$ cat config.mk
export PLATFORM = sky130hd
export DESIGN_NAME = newton_square_root
export DESIGN_NICKNAME = d
export VERILOG_FILES = /design/src/hw/rtl/nsr_pkg.sv /design/src/hw/rtl/nsr_divider.sv /design/src/hw/rtl/newton_square_root.sv
export SDC_FILE = /design/constraint.sdc
export NUM_CORES = 1
export LEC_CHECK = 0
export BUFFER_PORTS_ARGS = -buffer_cell sky130_fd_sc_hd__buf_2
export CAP_MARGIN = 20
export CORE_ASPECT_RATIO = 0.7
export CORE_UTILIZATION = 50
export CTS_BUF_LIST = sky130_fd_sc_hd__clkbuf_2 sky130_fd_sc_hd__clkbuf_4 sky130_fd_sc_hd__clkbuf_8
export DETAILED_ROUTE_END_ITERATION = 12
export MAX_ROUTING_LAYER = met4
export PLACE_DENSITY_LB_ADDON = 0.12
export SLEW_MARGIN = 15
export SYNTH_ARGS = -nofsm -noshare
export SYNTH_HDL_FRONTEND = slang
export SYNTH_SLANG_ARGS = --single-unit
$ cat constraint.sdc
create_clock -name clk -period 8 [get_ports clk]
set_input_delay 2.4 -clock clk [delete_from_list [all_inputs] [get_ports clk]]
set_output_delay 2.4 -clock clk [all_outputs]
set_load 0.01 [all_outputs]
$ cat src/hw/rtl/nsr_pkg.sv
// ----------------------------------------------------------------------------
// nsr_pkg: shared definitions for the Newton square root block
// Field widths, parameter defaults and the sequencer state type.
// ----------------------------------------------------------------------------
package nsr_pkg;

	localparam int SQUARE_W = 31;
	localparam int ROOT_W   = 32;
	localparam int TOL_W    = 32;
	localparam int GUESS_W  = 64;

	localparam int MAX_ITERATIONS_DEF = 32;
	localparam int FRAC_BITS_DEF      = 16;

	localparam logic [TOL_W-1:0] TOL_RESET = TOL_W'(1);

	typedef enum logic [1:0] {
		ST_IDLE,
		ST_DIVIDE,
		ST_CHECK
	} nsr_state_t;

endpackage

$ cat src/hw/rtl/nsr_divider.sv
// ----------------------------------------------------------------------------
// nsr_divider: serial restoring divider
// Computes floor(square * 2^(2*FRAC_BITS) / divisor), one quotient bit per
// cycle, saturating to all ones when the quotient exceeds 64 bits.
// ----------------------------------------------------------------------------
module nsr_divider #(
	parameter int FRAC_BITS = nsr_pkg::FRAC_BITS_DEF
) (
	input  logic                         clk,
	input  logic                         arst_n,
	input  logic                         start,
	input  logic [nsr_pkg::SQUARE_W-1:0] square,
	input  logic [nsr_pkg::GUESS_W-1:0]  divisor,
	output logic                         busy,
	output logic                         done,
	output logic [nsr_pkg::GUESS_W-1:0]  quotient
);

	localparam int DW  = nsr_pkg::SQUARE_W + 2 * FRAC_BITS;
	localparam int GW  = nsr_pkg::GUESS_W;
	localparam int CW  = $clog2(DW + 1);

	logic [DW-1:0] dividend_q;
	logic [GW-1:0] rem_q;
	logic [GW-1:0] quo_q;
	logic          sat_q;
	logic [CW-1:0] cnt_q;
	logic          done_q;

	logic [GW-1:0] divisor_eff;
	logic [GW:0]   rem_sh;
	logic [GW+1:0] diff;
	logic          fits;

	// The divisor is held stable by the sequencer for the whole division.
	assign divisor_eff = (divisor == '0) ? GW'(1) : divisor;
	assign rem_sh      = {rem_q, dividend_q[DW-1]};
	assign diff        = {1'b0, rem_sh} - {2'b00, divisor_eff};
	assign fits        = !diff[GW+1];

	always_ff @(posedge clk or negedge arst_n) begin
		if (!arst_n) begin
			cnt_q  <= '0;
			done_q <= 1'b0;
		end else begin
			done_q <= 1'b0;
			if (start) begin
				cnt_q <= CW'(DW);
			end else if (cnt_q != '0) begin
				cnt_q <= cnt_q - CW'(1);
				if (cnt_q == CW'(1)) begin
					done_q <= 1'b1;
				end
			end
		end
	end

	always_ff @(posedge clk) begin
		if (start) begin
			dividend_q <= {square, {(2 * FRAC_BITS){1'b0}}};
			rem_q      <= '0;
			quo_q      <= '0;
			sat_q      <= 1'b0;
		end else if (cnt_q != '0) begin
			dividend_q <= {dividend_q[DW-2:0], 1'b0};
			rem_q      <= fits ? diff[GW-1:0] : rem_sh[GW-1:0];
			// A set top bit about to be shifted out means the quotient has
			// outgrown 64 bits.
			if (quo_q[GW-1]) begin
				sat_q <= 1'b1;
			end
			quo_q <= {quo_q[GW-2:0], fits};
		end
	end

	assign busy     = (cnt_q != '0);
	assign done     = done_q;
	assign quotient = sat_q ? {GW{1'b1}} : quo_q;

endmodule

$ cat src/hw/rtl/newton_square_root.sv
// ----------------------------------------------------------------------------
// newton_square_root: fixed-point square root by Newton iteration
// Sequencer around one serial divider; one transaction in, one result out.
// ----------------------------------------------------------------------------
// A transaction is taken when start is high and busy is low. A request with a
// zero square_value or a zero tolerance answers on the next cycle with
// invalid_request set. Otherwise each Newton step is one division in the
// serial divider followed by a convergence check in the sequencer (the root is
// Q16.16 at the default FRAC_BITS), and the block runs between one and
// MAX_ITERATIONS steps depending on how fast the guess converges. The result
// is presented for exactly one cycle with done high and must be captured
// then, since the receiver cannot stall the block. The tolerance register is
// written with cfg_we and should only be changed while busy is low.
module newton_square_root #(
	parameter int MAX_ITERATIONS = nsr_pkg::MAX_ITERATIONS_DEF,
	parameter int FRAC_BITS      = nsr_pkg::FRAC_BITS_DEF
) (
	input  logic                         clk,
	input  logic                         arst_n,
	input  logic                         start,
	output logic                         busy,
	input  logic [nsr_pkg::SQUARE_W-1:0] square_value,
	input  logic                         cfg_we,
	input  logic [nsr_pkg::TOL_W-1:0]    cfg_data,
	output logic                         done,
	output logic [nsr_pkg::ROOT_W-1:0]   root,
	output logic                         invalid_request,
	output logic                         limit_reached
);

	localparam int GW = nsr_pkg::GUESS_W;
	localparam int SW = nsr_pkg::SQUARE_W;
	localparam int RW = nsr_pkg::ROOT_W;
	localparam int IW = $clog2(MAX_ITERATIONS);

	nsr_pkg::nsr_state_t state_q, state_d;

	logic [nsr_pkg::TOL_W-1:0] tolerance_q;
	logic [SW-1:0]             square_q;
	logic [GW-1:0]             guess_q;
	logic [GW-1:0]             next_q;
	logic [IW-1:0]             iter_q;
	logic                      done_q;
	logic [RW-1:0]             root_q;
	logic                      invalid_q;
	logic                      limit_q;
	logic                      first_div_q;

	logic          div_start;
	logic          kick;
	logic          div_busy;
	logic          div_done;
	logic [GW-1:0] div_quotient;
	logic          accept;
	logic          bad_request;
	logic [SW-2:0] first_half;
	logic [GW-1:0] first_guess;
	logic [GW:0]   pair_sum;
	logic [GW-1:0] deviation;
	logic          converged;
	logic          last_iter;

	assign accept      = start && (state_q == nsr_pkg::ST_IDLE);
	assign bad_request = (square_value == '0) || (tolerance_q == '0);
	assign first_half  = (square_value[SW-1:1] == '0) ? (SW-1)'(1) : square_value[SW-1:1];
	assign first_guess = GW'(first_half) << FRAC_BITS;
	assign pair_sum    = {1'b0, guess_q} + {1'b0, div_quotient};
	assign deviation   = (next_q >= guess_q) ? (next_q - guess_q) : (guess_q - next_q);
	assign converged   = (deviation <= GW'(tolerance_q));
	assign last_iter   = (iter_q == IW'(MAX_ITERATIONS - 1));

	// The divider is kicked either right after acceptance or from the check.
	assign kick = div_start || first_div_q;

	nsr_divider #(
		.FRAC_BITS(FRAC_BITS)
	) u_divider (
		.clk      (clk),
		.arst_n   (arst_n),
		.start    (kick),
		.square   (square_q),
		.divisor  (guess_q),
		.busy     (div_busy),
		.done     (div_done),
		.quotient (div_quotient)
	);

	always_ff @(posedge clk or negedge arst_n) begin
		if (!arst_n) begin
			state_q     <= nsr_pkg::ST_IDLE;
			tolerance_q <= nsr_pkg::TOL_RESET;
			done_q      <= 1'b0;
		end else begin
			state_q <= state_d;
			done_q  <= (accept && bad_request) ||
			           (state_q == nsr_pkg::ST_CHECK && (converged || last_iter));
			if (cfg_we) begin
				tolerance_q <= cfg_data;
			end
		end
	end

	always_comb begin
		state_d   = state_q;
		div_start = 1'b0;
		unique case (state_q)
			nsr_pkg::ST_IDLE: begin
				if (start && !bad_request) begin
					state_d = nsr_pkg::ST_DIVIDE;
				end
			end
			nsr_pkg::ST_DIVIDE: begin
				if (div_done) begin
					state_d = nsr_pkg::ST_CHECK;
				end
			end
			nsr_pkg::ST_CHECK: begin
				if (converged || last_iter) begin
					state_d = nsr_pkg::ST_IDLE;
				end else begin
					state_d   = nsr_pkg::ST_DIVIDE;
					div_start = 1'b1;
				end
			end
			default: state_d = nsr_pkg::ST_IDLE;
		endcase
	end

	// The first division starts from the registered square and guess, in the
	// cycle after the transaction is taken.
	always_ff @(posedge clk or negedge arst_n) begin
		if (!arst_n) begin
			first_div_q <= 1'b0;
		end else begin
			first_div_q <= accept && !bad_request;
		end
	end

	always_ff @(posedge clk) begin
		if (accept) begin
			square_q <= square_value;
			guess_q  <= first_guess;
			iter_q   <= '0;
			if (bad_request) begin
				root_q    <= '0;
				invalid_q <= 1'b1;
				limit_q   <= 1'b0;
			end
		end else if (state_q == nsr_pkg::ST_DIVIDE && div_done) begin
			next_q <= pair_sum[GW:1];
		end else if (state_q == nsr_pkg::ST_CHECK) begin
			guess_q <= next_q;
			iter_q  <= iter_q + IW'(1);
			if (converged || last_iter) begin
				root_q    <= (next_q[GW-1:RW] != '0) ? {RW{1'b1}} : next_q[RW-1:0];
				invalid_q <= 1'b0;
				limit_q   <= !converged;
			end
		end
	end

	assign busy            = (state_q != nsr_pkg::ST_IDLE);
	assign done            = done_q;
	assign root            = root_q;
	assign invalid_request = invalid_q;
	assign limit_reached   = limit_q;

	assert property (@(posedge clk) disable iff (!arst_n) done |-> !busy)
		else $error("result strobe while the sequencer is still busy");

	assert property (@(posedge clk) disable iff (!arst_n)
		done && invalid_request |-> (root == '0) && !limit_reached)
		else $error("invalid request produced a nonzero root or a limit flag");

	assert property (@(posedge clk) disable iff (!arst_n)
		state_q == nsr_pkg::ST_CHECK |-> !div_busy)
		else $error("convergence check while the divider is still running");

	assert property (@(posedge clk) disable iff (!arst_n)
		start && !busy && (square_value == '0) |=> done && invalid_request)
		else $error("zero square did not answer invalid on the next cycle");

endmodule
# [Word level (Yosys, flattened, before mapping)]
# Cells that the tools add are included.
[totals] register_bits=401
[classes] mux=37 eq_ne=8 add_sub_neg=6 reduce_logical=30 bitwise=2 n_lt_le_gt_ge=2
[op_table] op="$mux W64" n=4
[op_table] op="$mux W32" n=6
[op_table] op="$mux W46" n=3
[op_table] op="$sub A64 B64 Y64" n=2
[op_table] op="$mux W63" n=2
[op_table] op="$sub A65 B64 Y66" n=1
[op_table] op="$add A64 B64 Y65" n=1
[op_table] op="$ge A64 B64 Y1" n=1
[op_table] op="$le A64 B32 Y1" n=1
[op_table] op="$logic_not A64 Y1" n=1
[op_table] op="$logic_not A32 Y1" n=1
[op_table] op="$reduce_bool A32 Y1" n=1
[op_table] op="$logic_not A31 Y1" n=1
[op_table] op="$logic_not A30 Y1" n=1
[op_table] op="$mux W30" n=1
[op_table] op="$mux W1" n=16
[op_table] op="$mux W6" n=2
[op_table] op="$reduce_and A2 Y1" n=5
[op_table] op="$reduce_bool A2 Y1" n=4
[op_table] op="$eq A6 B1 Y1 const B" n=1
[op_table] op="$logic_and A1 B1 Y1" n=6
[op_table] op="$ne A2 B1 Y1 const B" n=3
[op_table] op="$pmux W2 S3" n=1
[op_table] op="$reduce_bool A6 Y1" n=1
[op_table] op="other kinds (12)" n=19

# [Longest topological paths before layout]
# Gate-level depths: netlist (run 1).
[logic_depth] word_depth=8 depth_mapped=37

# [Hierarchy]
# From an unflattened synthesis (run 1), not the netlist that was laid out.
[hier_totals] cells_unflattened=3838 hier_area_um2=31257.5
[modules_own_cells] module="newton_square_root" cells_per_inst=2386 area_each_um2=20041.7 instances=1
[modules_own_cells] module="nsr_divider" cells_per_inst=1452 area_each_um2=11215.8 instances=1

# [Worst setup path before layout (run 1)]
# OpenSTA, ideal clock, no wires.
[synth_timing] path_kind="register to register" from="register next_q[0]" to="register invalid_q, in the netlist invalid_request (enable)" path_slack_ps=18 arrival_ps=7585 stages_incl_launch_ff=38 setup_time_ps=396 synth_period_minus_slack_ps=7982 t_required_ps=7604 path_cell_list="edfxtp_1 -> inv_1 -> ha_1 -> inv_1 -> fa_1 -> a211oi_1 -> o21ai_1 -> o211ai_1 -> a31oi_1 -> o211ai_2 -> and2_1 -> buf_6 -> buf_6 -> buf_6 -> clkbuf_1 -> o21ai_0 -> o2bb2ai_1 -> a21o_1 -> (+2 left out) -> a221oi_1 -> xnor2_1 -> ha_1 -> a21o_1 -> nand3_1 -> a211oi_1 -> o41ai_1 -> a31oi_1 -> o21a_1 -> nor4_1 -> a32oi_1 -> a22oi_1 -> nand4_1 -> nor4_1 -> and3_1 -> clkbuf_1 -> buf_2 -> o31a_1"
[synth_between] elab_chain_cells=6 word_cells_on_any_way=8
[synth_lines] element="start: declaration" line="newton_square_root.sv:41" rtl="logic [GW-1:0] next_q;"
[synth_lines] element="start signal: assignment" line="newton_square_root.sv:150" rtl="next_q <= pair_sum[GW:1];"
[synth_lines] element="$sub A64 B64 Y64 / $ge A64 B64 Y1 (equally long branches)" line="newton_square_root.sv:68" rtl="assign deviation = (next_q >= guess_q) ? (next_q - guess_q) : (guess_q - next_q);"
[synth_lines] element="$mux W64 *" line="newton_square_root.sv:68"
[synth_lines] element="$le A64 B32 Y1 *" line="newton_square_root.sv:69" rtl="assign converged = (deviation <= GW'(tolerance_q));"
[synth_lines] element="$logic_or A1 B1 Y1 *" line="newton_square_root.sv:154" rtl="if (converged || last_iter) begin"
[synth_lines] element="$reduce_bool A2 Y1 (no source line) *"
[synth_lines] element="$reduce_and A4 Y1 (no source line) *"
[synth_lines] element="end signal: assignment" line="newton_square_root.sv:146" rtl="invalid_q <= 1'b1;"
[synth_lines] element="end signal: assignment" line="newton_square_root.sv:156" rtl="invalid_q <= 1'b0;"
[synth_lines] element="end: declaration" line="newton_square_root.sv:45" rtl="logic invalid_q;"
# Every way passes the cells marked *; elsewhere a longest branch is shown, timed or not.
# A chain may end at the register's enable or synchronous reset.

# [Worst setup path in the final report (run 1)]
[layout_timing] from="register guess_q[22]" to="register u_divider.rem_q[4]"
[layout_between] elab_chain_cells=7 word_cells_on_any_way=13
[layout_lines] element="start: declaration" line="newton_square_root.sv:40" rtl="logic [GW-1:0] guess_q;"
[layout_lines] element="start signal: assignment" line="newton_square_root.sv:142" rtl="guess_q <= first_guess;"
[layout_lines] element="start signal: assignment" line="newton_square_root.sv:152" rtl="guess_q <= next_q;"
[layout_lines] element="$sub A64 B64 Y64 / $ge A64 B64 Y1 (equally long branches)" line="newton_square_root.sv:68"
[layout_lines] element="$mux W64" line="newton_square_root.sv:68"
[layout_lines] element="$le A64 B32 Y1" line="newton_square_root.sv:69"
[layout_lines] element="$logic_or A1 B1 Y1" line="newton_square_root.sv:118" rtl="if (converged || last_iter) begin"
[layout_lines] element="$mux W1" line="newton_square_root.sv:118"
[layout_lines] element="$mux W1" line="newton_square_root.sv:106" rtl="unique case (state_q)"
[layout_lines] element="$logic_or A1 B1 Y1" line="newton_square_root.sv:73" rtl="assign kick = div_start || first_div_q;"
[layout_lines] element="end signal: assignment" line="nsr_divider.sv:66" rtl="rem_q <= fits ? diff[GW-1:0] : rem_sh[GW-1:0];"
[layout_lines] element="end: declaration" line="nsr_divider.sv:24" rtl="logic [GW-1:0] rem_q;"
# Several ways; a longest one is shown, not always the timed one.

==> run metrics, run 1 <==
count of final max-slew check failures=0; core area=63,400 um2; crit path DAT=8.10 ns; GPL Wtd Cong=1.03; yosys warns=0; DR vias/cell=6.19; CTS Buf Count=70; ys async rst share=10.7%; Seq cells post-synth=401; share of post-route cells with drive strength above 1=11.5%; most used cell, CP=buf_4; Syn Std Cell Area=32,200 um2; syn nets=4,266; EDFF count, synth=190; initial core utilization=50.8%; final setup vio count=0; Std-Cell Rows=77; Worst-Margin Slew=1.11 ns; # H-tree levels=3; io pins=103; Die ar.=65,500 um2; Total Power=11.8 mW; Final nets=4,286; CP max stage cell=edfxtp_1; slowest stage delay, CP=0.54 ns; final wirelength=107,000 um; Post-DP HPWL=82,600 um; CTS Buffer Depth=3; Yosys top cell by area=edfxtp_1; DRC viols=0; Port Buffers=102; fin crit period=7.50 ns; CP Launch Type=flip-flop; Max-Cap Viols=0; Post-CTS Hold Fix Bufs=0; die width=305 um; sequential share of the synthesized area=31.5%; Synth top area share=17.7%; status=finished clean; WS Path Type=reg -> reg; Setup Skew=0.0298 ns; fmax=133 MHz; Leak=15.1 nW; syn_area_per_cell=8.26 um2; commonest non-fill, non-tap cell in the layout=a21oi_1; CP endpoint kind=flip-flop; Slew headroom=25.2%; PwrDens=337 nW/um2; Diodes inserted=0; Final ANT Viol Nets=0; fin crit share=93.8%; Vert. Die Dim=214 um; Fin Setup TNS=0 ns; drt wl/cell=22.2 um; GRT Total Usage=33.0%; Pre-antenna DRT Iters=6; CTS Sinks=401; initial antenna violation count=1; Root Buffer=clkbuf_8; commonest non-fill, non-tap cells in the layout=a21oi_1 (318), inv_1 (307), nand2_1 (304), o21ai_0 (300), nor2_1 (296); Worst VDD drop=0.220 mV; clock transition at the registers of the reported paths=0.06 ns; Synth Flop Type=edfxtp_1; area delta synth->final=8.87%; Starting DRT DRC Count=3,033; RSZ-0062 raised after global routing=false; via count=29,800; clk_lat worst skew=0.72 ns; ranking of synthesized cells by area=edfxtp_1 (18%), ha_1 (11%), dfxtp_1 (10%); grt total ovfl=0; Fin. Hold Viols=0; vias in the first global route=27,600; Synth Instances=3,904; required time of the critical path=8.59 ns; Hold Crit Class=reg -> reg; CTS tree=yes; largest net degree at the start of global routing=83; Max FO, Critical Path=82; first-pass GRT wire length=165,000 um; Netlist cell types=97
[Yosys cell counts (all sizes together), types with 14 or more instances]
| cell type | instances |
|---|---|
| xnor2 | 100 |
| o21a | 22 |
| or2 | 75 |
| o31ai | 19 |
| ha | 291 |
| o22ai | 38 |
| nor4 | 59 |
| nor3 | 116 |
| nor2b | 54 |
| a31oi | 36 |
| dfxtp | 168 |
| a221oi | 14 |
| dfrtp | 42 |
| and3 | 17 |
| nand3 | 48 |
| nand2 | 308 |
| nor2 | 298 |
| o21ai | 312 |
| xor2 | 77 |
| edfxtp | 190 |
| a21oi | 320 |
| o211ai | 44 |
| mux2i | 87 |
| a22oi | 33 |
| nand2b | 27 |
| inv | 308 |
| a21o | 145 |
| o311ai | 30 |
| a211oi | 36 |
| a2111oi | 58 |
| and2 | 19 |
| o21bai | 27 |
| buf | 79 |
| clkbuf | 155 |
| nand4 | 114 |
[where the power goes]
part	leakage, nW	switching (mW)	internal (mW)
clock network	0.788	0.965	1.16
logic	10.6	3.72	2.80
registers	3.71	0.411	2.78
[through the flow]
step / area [um2] / hold slack [ns] / setup WS [ns] / util, % / cells
2_1_floorplan: 32200 / 0.449 / 0.0181 / - / 3904
3_3_place_gp: 33500 / 0.465 / 0.550 / 52.8 / 4677
3_5_place_dp: 33500 / 0.470 / 0.434 / 52.8 / 4677
4_1_cts: 35000 / 0.485 / 0.414 / 55.2 / 4806
5_1_grt: 35100 / 0.506 / 0.0167 / 55.3 / 4810
6_report: 35100 / 0.479 / 0.498 / 55.3 / 4810
[flip-flops by register name (all words and copies together) (netlist names)]
signal                cells
u_divider.done            1
done                      1
u_divider.sat_q           1
next_q                   64
root                     32
iter_q                    5
tolerance_q              32
state_q                   2
first_div_q               1
u_divider.quo_q          64
invalid_request           1
square_q                 31
limit_reached             1
u_divider.dividend_q     31
u_divider.rem_q          64
guess_q                  64
u_divider.cnt_q           6
[what timing repair did]
item                                    in CTS  in global routing
buffers inserted                             0                  3
gates resized for setup                      0                  9
endpoints found under the setup margin       0                228
[layout make-up]
| cell class | count | area [um2] |
|---|---|---|
| clock buffer | 101 | 1210 |
| clock inverter | 28 | 310 |
| fill | 6035 | 28300 |
| inverter | 309 | 1160 |
| multi-input combinational | 2960 | 20000 |
| sequential | 401 | 10200 |
| tap | 829 | 1040 |
| timing repair buffer | 182 | 1190 |
[layer usage]
metal / vias to the layer above / routed length (um) / global-route usage (%)
li1: 14300 / - / -
met1: 14200 / 51000 / 47.7
met2: 1142 / 44900 / 47.2
met3: 142 / 8690 / 6.33
met4: 0 / 2380 / 7.69
met5: - / 0 / -
[kinds of logic after synthesis]
kind of cell               Yosys count  share of synthesized area (%)
buffers and inverters              543                           6.69
and+or+nand+nor                   1179                           18.0
muxes                               90                           2.81
DFF                                401                           31.5
xor gates and xnor gates           177                           4.81
adders and majority gates          295                           11.5
AOI/OAI and AO/OA                 1219                           24.7
[worst paths after layout]
| kind | start | to | slack [ns] | cells after the start |
|---|---|---|---|---|
| max in group asynchronous | arst_n | first_div_q$_DFF_PN0_ | 5.66 | 2 |
| min in group asynchronous | arst_n | tolerance_q[11]$_DFFE_PN0P_ | 1.81 | 2 |
| worst min register to register | u_divider.rem_q[32]$_SDFFE_PP0N_ | u_divider.rem_q[32]$_SDFFE_PP0N_ | 0.48 | 2 |
| worst max-delay path | guess_q[22]$_DFFE_PP_ | u_divider.rem_q[4]$_SDFFE_PP0N_ | 0.50 | 33 |
| worst min-delay path | u_divider.rem_q[32]$_SDFFE_PP0N_ | u_divider.rem_q[32]$_SDFFE_PP0N_ | 0.48 | 2 |
| worst max register to register | guess_q[22]$_DFFE_PP_ | u_divider.rem_q[4]$_SDFFE_PP0N_ | 0.50 | 33 |
[critical path, delay by kind of cell (launching register included)]
kind            cells  cell delay, ns
fa+ha+maj           2            0.70
buf+inv             5            0.95
flops               1            0.54
xor+xnor            1            0.16
simple gates        9            1.35
compound gates     16            3.57
No activity file was read; power rests on OpenSTA's default activity.
==> run 2, diff against run 1 <==
Settings changed: CORE_MARGIN from default to 2, RECOVER_POWER from default to 25.
==> run 2 against run 1 <==
  * Clock power decreased by 4%
  * Core utilization decreased by 0.19 points
  * First-iteration DRC count up 8.3%
  * Power is 0.52% lower
  * Largest power group unchanged
  * The run now ends with capacitance limit, slew limit left
==> run metrics, run 2 (synthesis results as in run 1) <==
status=finished, violations left; failing checks=capacitance limit, slew limit; CTS tree=yes; worst r2r src=next_q[0]$_DFFE_PP_; Final nets=4,295; Std-Cell Rows=77; PwrDens=336 nW/um2; GPL Wtd Cong=1.04; final wirelength=109,000 um; fin crit share=93.6%; CP endpoint kind=flip-flop; CTS Buf Count=70; HP Start=guess_q[46]$_SDFFE_PP0P_; Post-CTS Hold Fix Bufs=0; largest net degree at the start of global routing=117; worst reg2reg setup slack=0.51 ns; fin crit period=7.49 ns; die width=307 um; most used cell, CP=buf_4; Die ar.=66,500 um2; Util after Layout=55.2%; final setup vio count=0; pre-CTS WS=0.439 ns; count of final max-slew check failures=136; DR vias/cell=6.22; reg-to-reg critical path endpoint=u_divider.quo_q[5]$_SDFFE_PP0N_; Starting DRT DRC Count=3,285; Final WS setup=0.512 ns; CTS Sinks=401; drt wl/cell=22.6 um; io pins=103; GRT Total Usage=33.3%; WS Path Type=reg -> reg; DRC viols=0; Post-DP HPWL=84,200 um; initial core utilization=50.8%; CTS Buffer Depth=3; Final ANT Viol Nets=0; Setup Skew=0.0300 ns; Max-Cap Viols=3; R2R depth=37; Worst-Margin Slew=3.30 ns; Final Cell Area=35,000 um2; placed cells=4,689; Pre-antenna DRT Iters=5; Fillers=6,034; fmax=134 MHz; # H-tree levels=3; Slew headroom=-120%; Worst Hold Path EP=guess_q[46]$_SDFFE_PP0P_; Port Buffers=102; clk_lat worst skew=0.71 ns; share of post-route cells with drive strength above 1=10.6%; crit path DAT=8.10 ns; Cell Area, Placed=33,600 um2; Max FO, Critical Path=61; RSZ-0062 raised after global routing=false; initial antenna violation count=3; hold path cells=2; via count=30,000; area delta synth->final=8.65%; Fin Setup TNS=0 ns; Worst VDD drop=0.517 mV; Leak=15.0 nW; hold_ws=0.482 ns; CP max stage cell=edfxtp_1; Layout Cells excl Fill=4,824; Fin. Hold Viols=0; clock transition at the registers of the reported paths=0.06 ns; grt total ovfl=0; CP Launch Type=flip-flop; commonest non-fill, non-tap cell in the layout=a21oi_1; Total Power=11.8 mW; core area=63,500 um2; slowest stage delay, CP=0.42 ns; Vert. Die Dim=216 um; Root Buffer=clkbuf_8; required time of the critical path=8.62 ns; vias in the first global route=27,600; commonest non-fill, non-tap cells in the layout=a21oi_1 (318), inv_1 (307), nand2_1 (304), o21ai_0 (301), nor2_1 (296); Hold Crit Class=reg -> reg; first-pass GRT wire length=167,000 um
-- run 2: changes by cell type in the layout (fill, tap and decap cells not counted), moves of 3 or more --
cell,delta
clkbuf_4,-4
buf_2,-32
clkinv_8,-3
clkinv_2,+6
diode_2,+5
buf_4,+6
clkbuf_8,+5
bufinv_16,-3
clkbuf_1,+35
-- run 2: what timing repair did --
| action | 4_1_cts | 5_1_grt |
|---|---|---|
| gates resized for setup | 0 | 2 |
| setup endpoints to repair | 0 | 202 |
| buffers inserted | 0 | 1 |
-- run 2: worst max path at each step --
stage	start	endpoint	slack [ns]
floorplan	next_q[0]$_DFFE_PP_	invalid_request$_DFFE_PP_	0.02
global placement	guess_q[35]$_DFFE_PP_	root[0]$_SDFFCE_PP0P_	0.54
detailed placement	next_q[0]$_DFFE_PP_	u_divider.quo_q[4]$_SDFFE_PP0N_	0.44
CTS	next_q[0]$_DFFE_PP_	u_divider.quo_q[3]$_SDFFE_PP0N_	0.39
global route	next_q[0]$_DFFE_PP_	u_divider.rem_q[25]$_SDFFE_PP0N_	0.08
finish	next_q[0]$_DFFE_PP_	u_divider.quo_q[5]$_SDFFE_PP0N_	0.51
-- run 2: area by class of cell --
type | count | area (um2) | area share, %
inverter | 309 | 1160 | 3.31
clock buffer | 103 | 1260 | 3.60
clock inverter | 26 | 183 | 0.522
tap | 829 | 1040 | 2.96
multi-input combinational | 2960 | 20000 | 57.1
sequential | 401 | 10100 | 29.0
timing repair buffer | 191 | 1210 | 3.47
antenna | 5 | 12.5 | 0.0357
-- run 2: critical path, delay by kind of cell, from the launching register on --
family	cells	cell delay, ns
adder cells (fa/ha/maj)	3	0.85
AO/OA/AOI/OAI	16	3.20
AND/OR/NAND/NOR	9	1.33
buffers and inverters	8	1.37
XOR/XNOR	1	0.18
flip-flops	1	0.42
-- run 2: layer usage --
| metal | global-route usage, % | vias to the layer above | share of wire, % |
|---|---|---|---|
| li1 | - | 14300 | - |
| met1 | 48.9 | 14300 | 49 |
| met2 | 45.4 | 1203 | 40 |
| met3 | 7.99 | 157 | 9.2 |
| met4 | 8.63 | 0 | 2.3 |
| met5 | - | - | 0 |
-- run 2: power breakdown --
group | internal (mW) | switching (mW) | total, mW
combinational | 2.79 | 3.76 | 6.55
clock | 1.08 | 0.946 | 2.03
sequential | 2.78 | 0.407 | 3.19
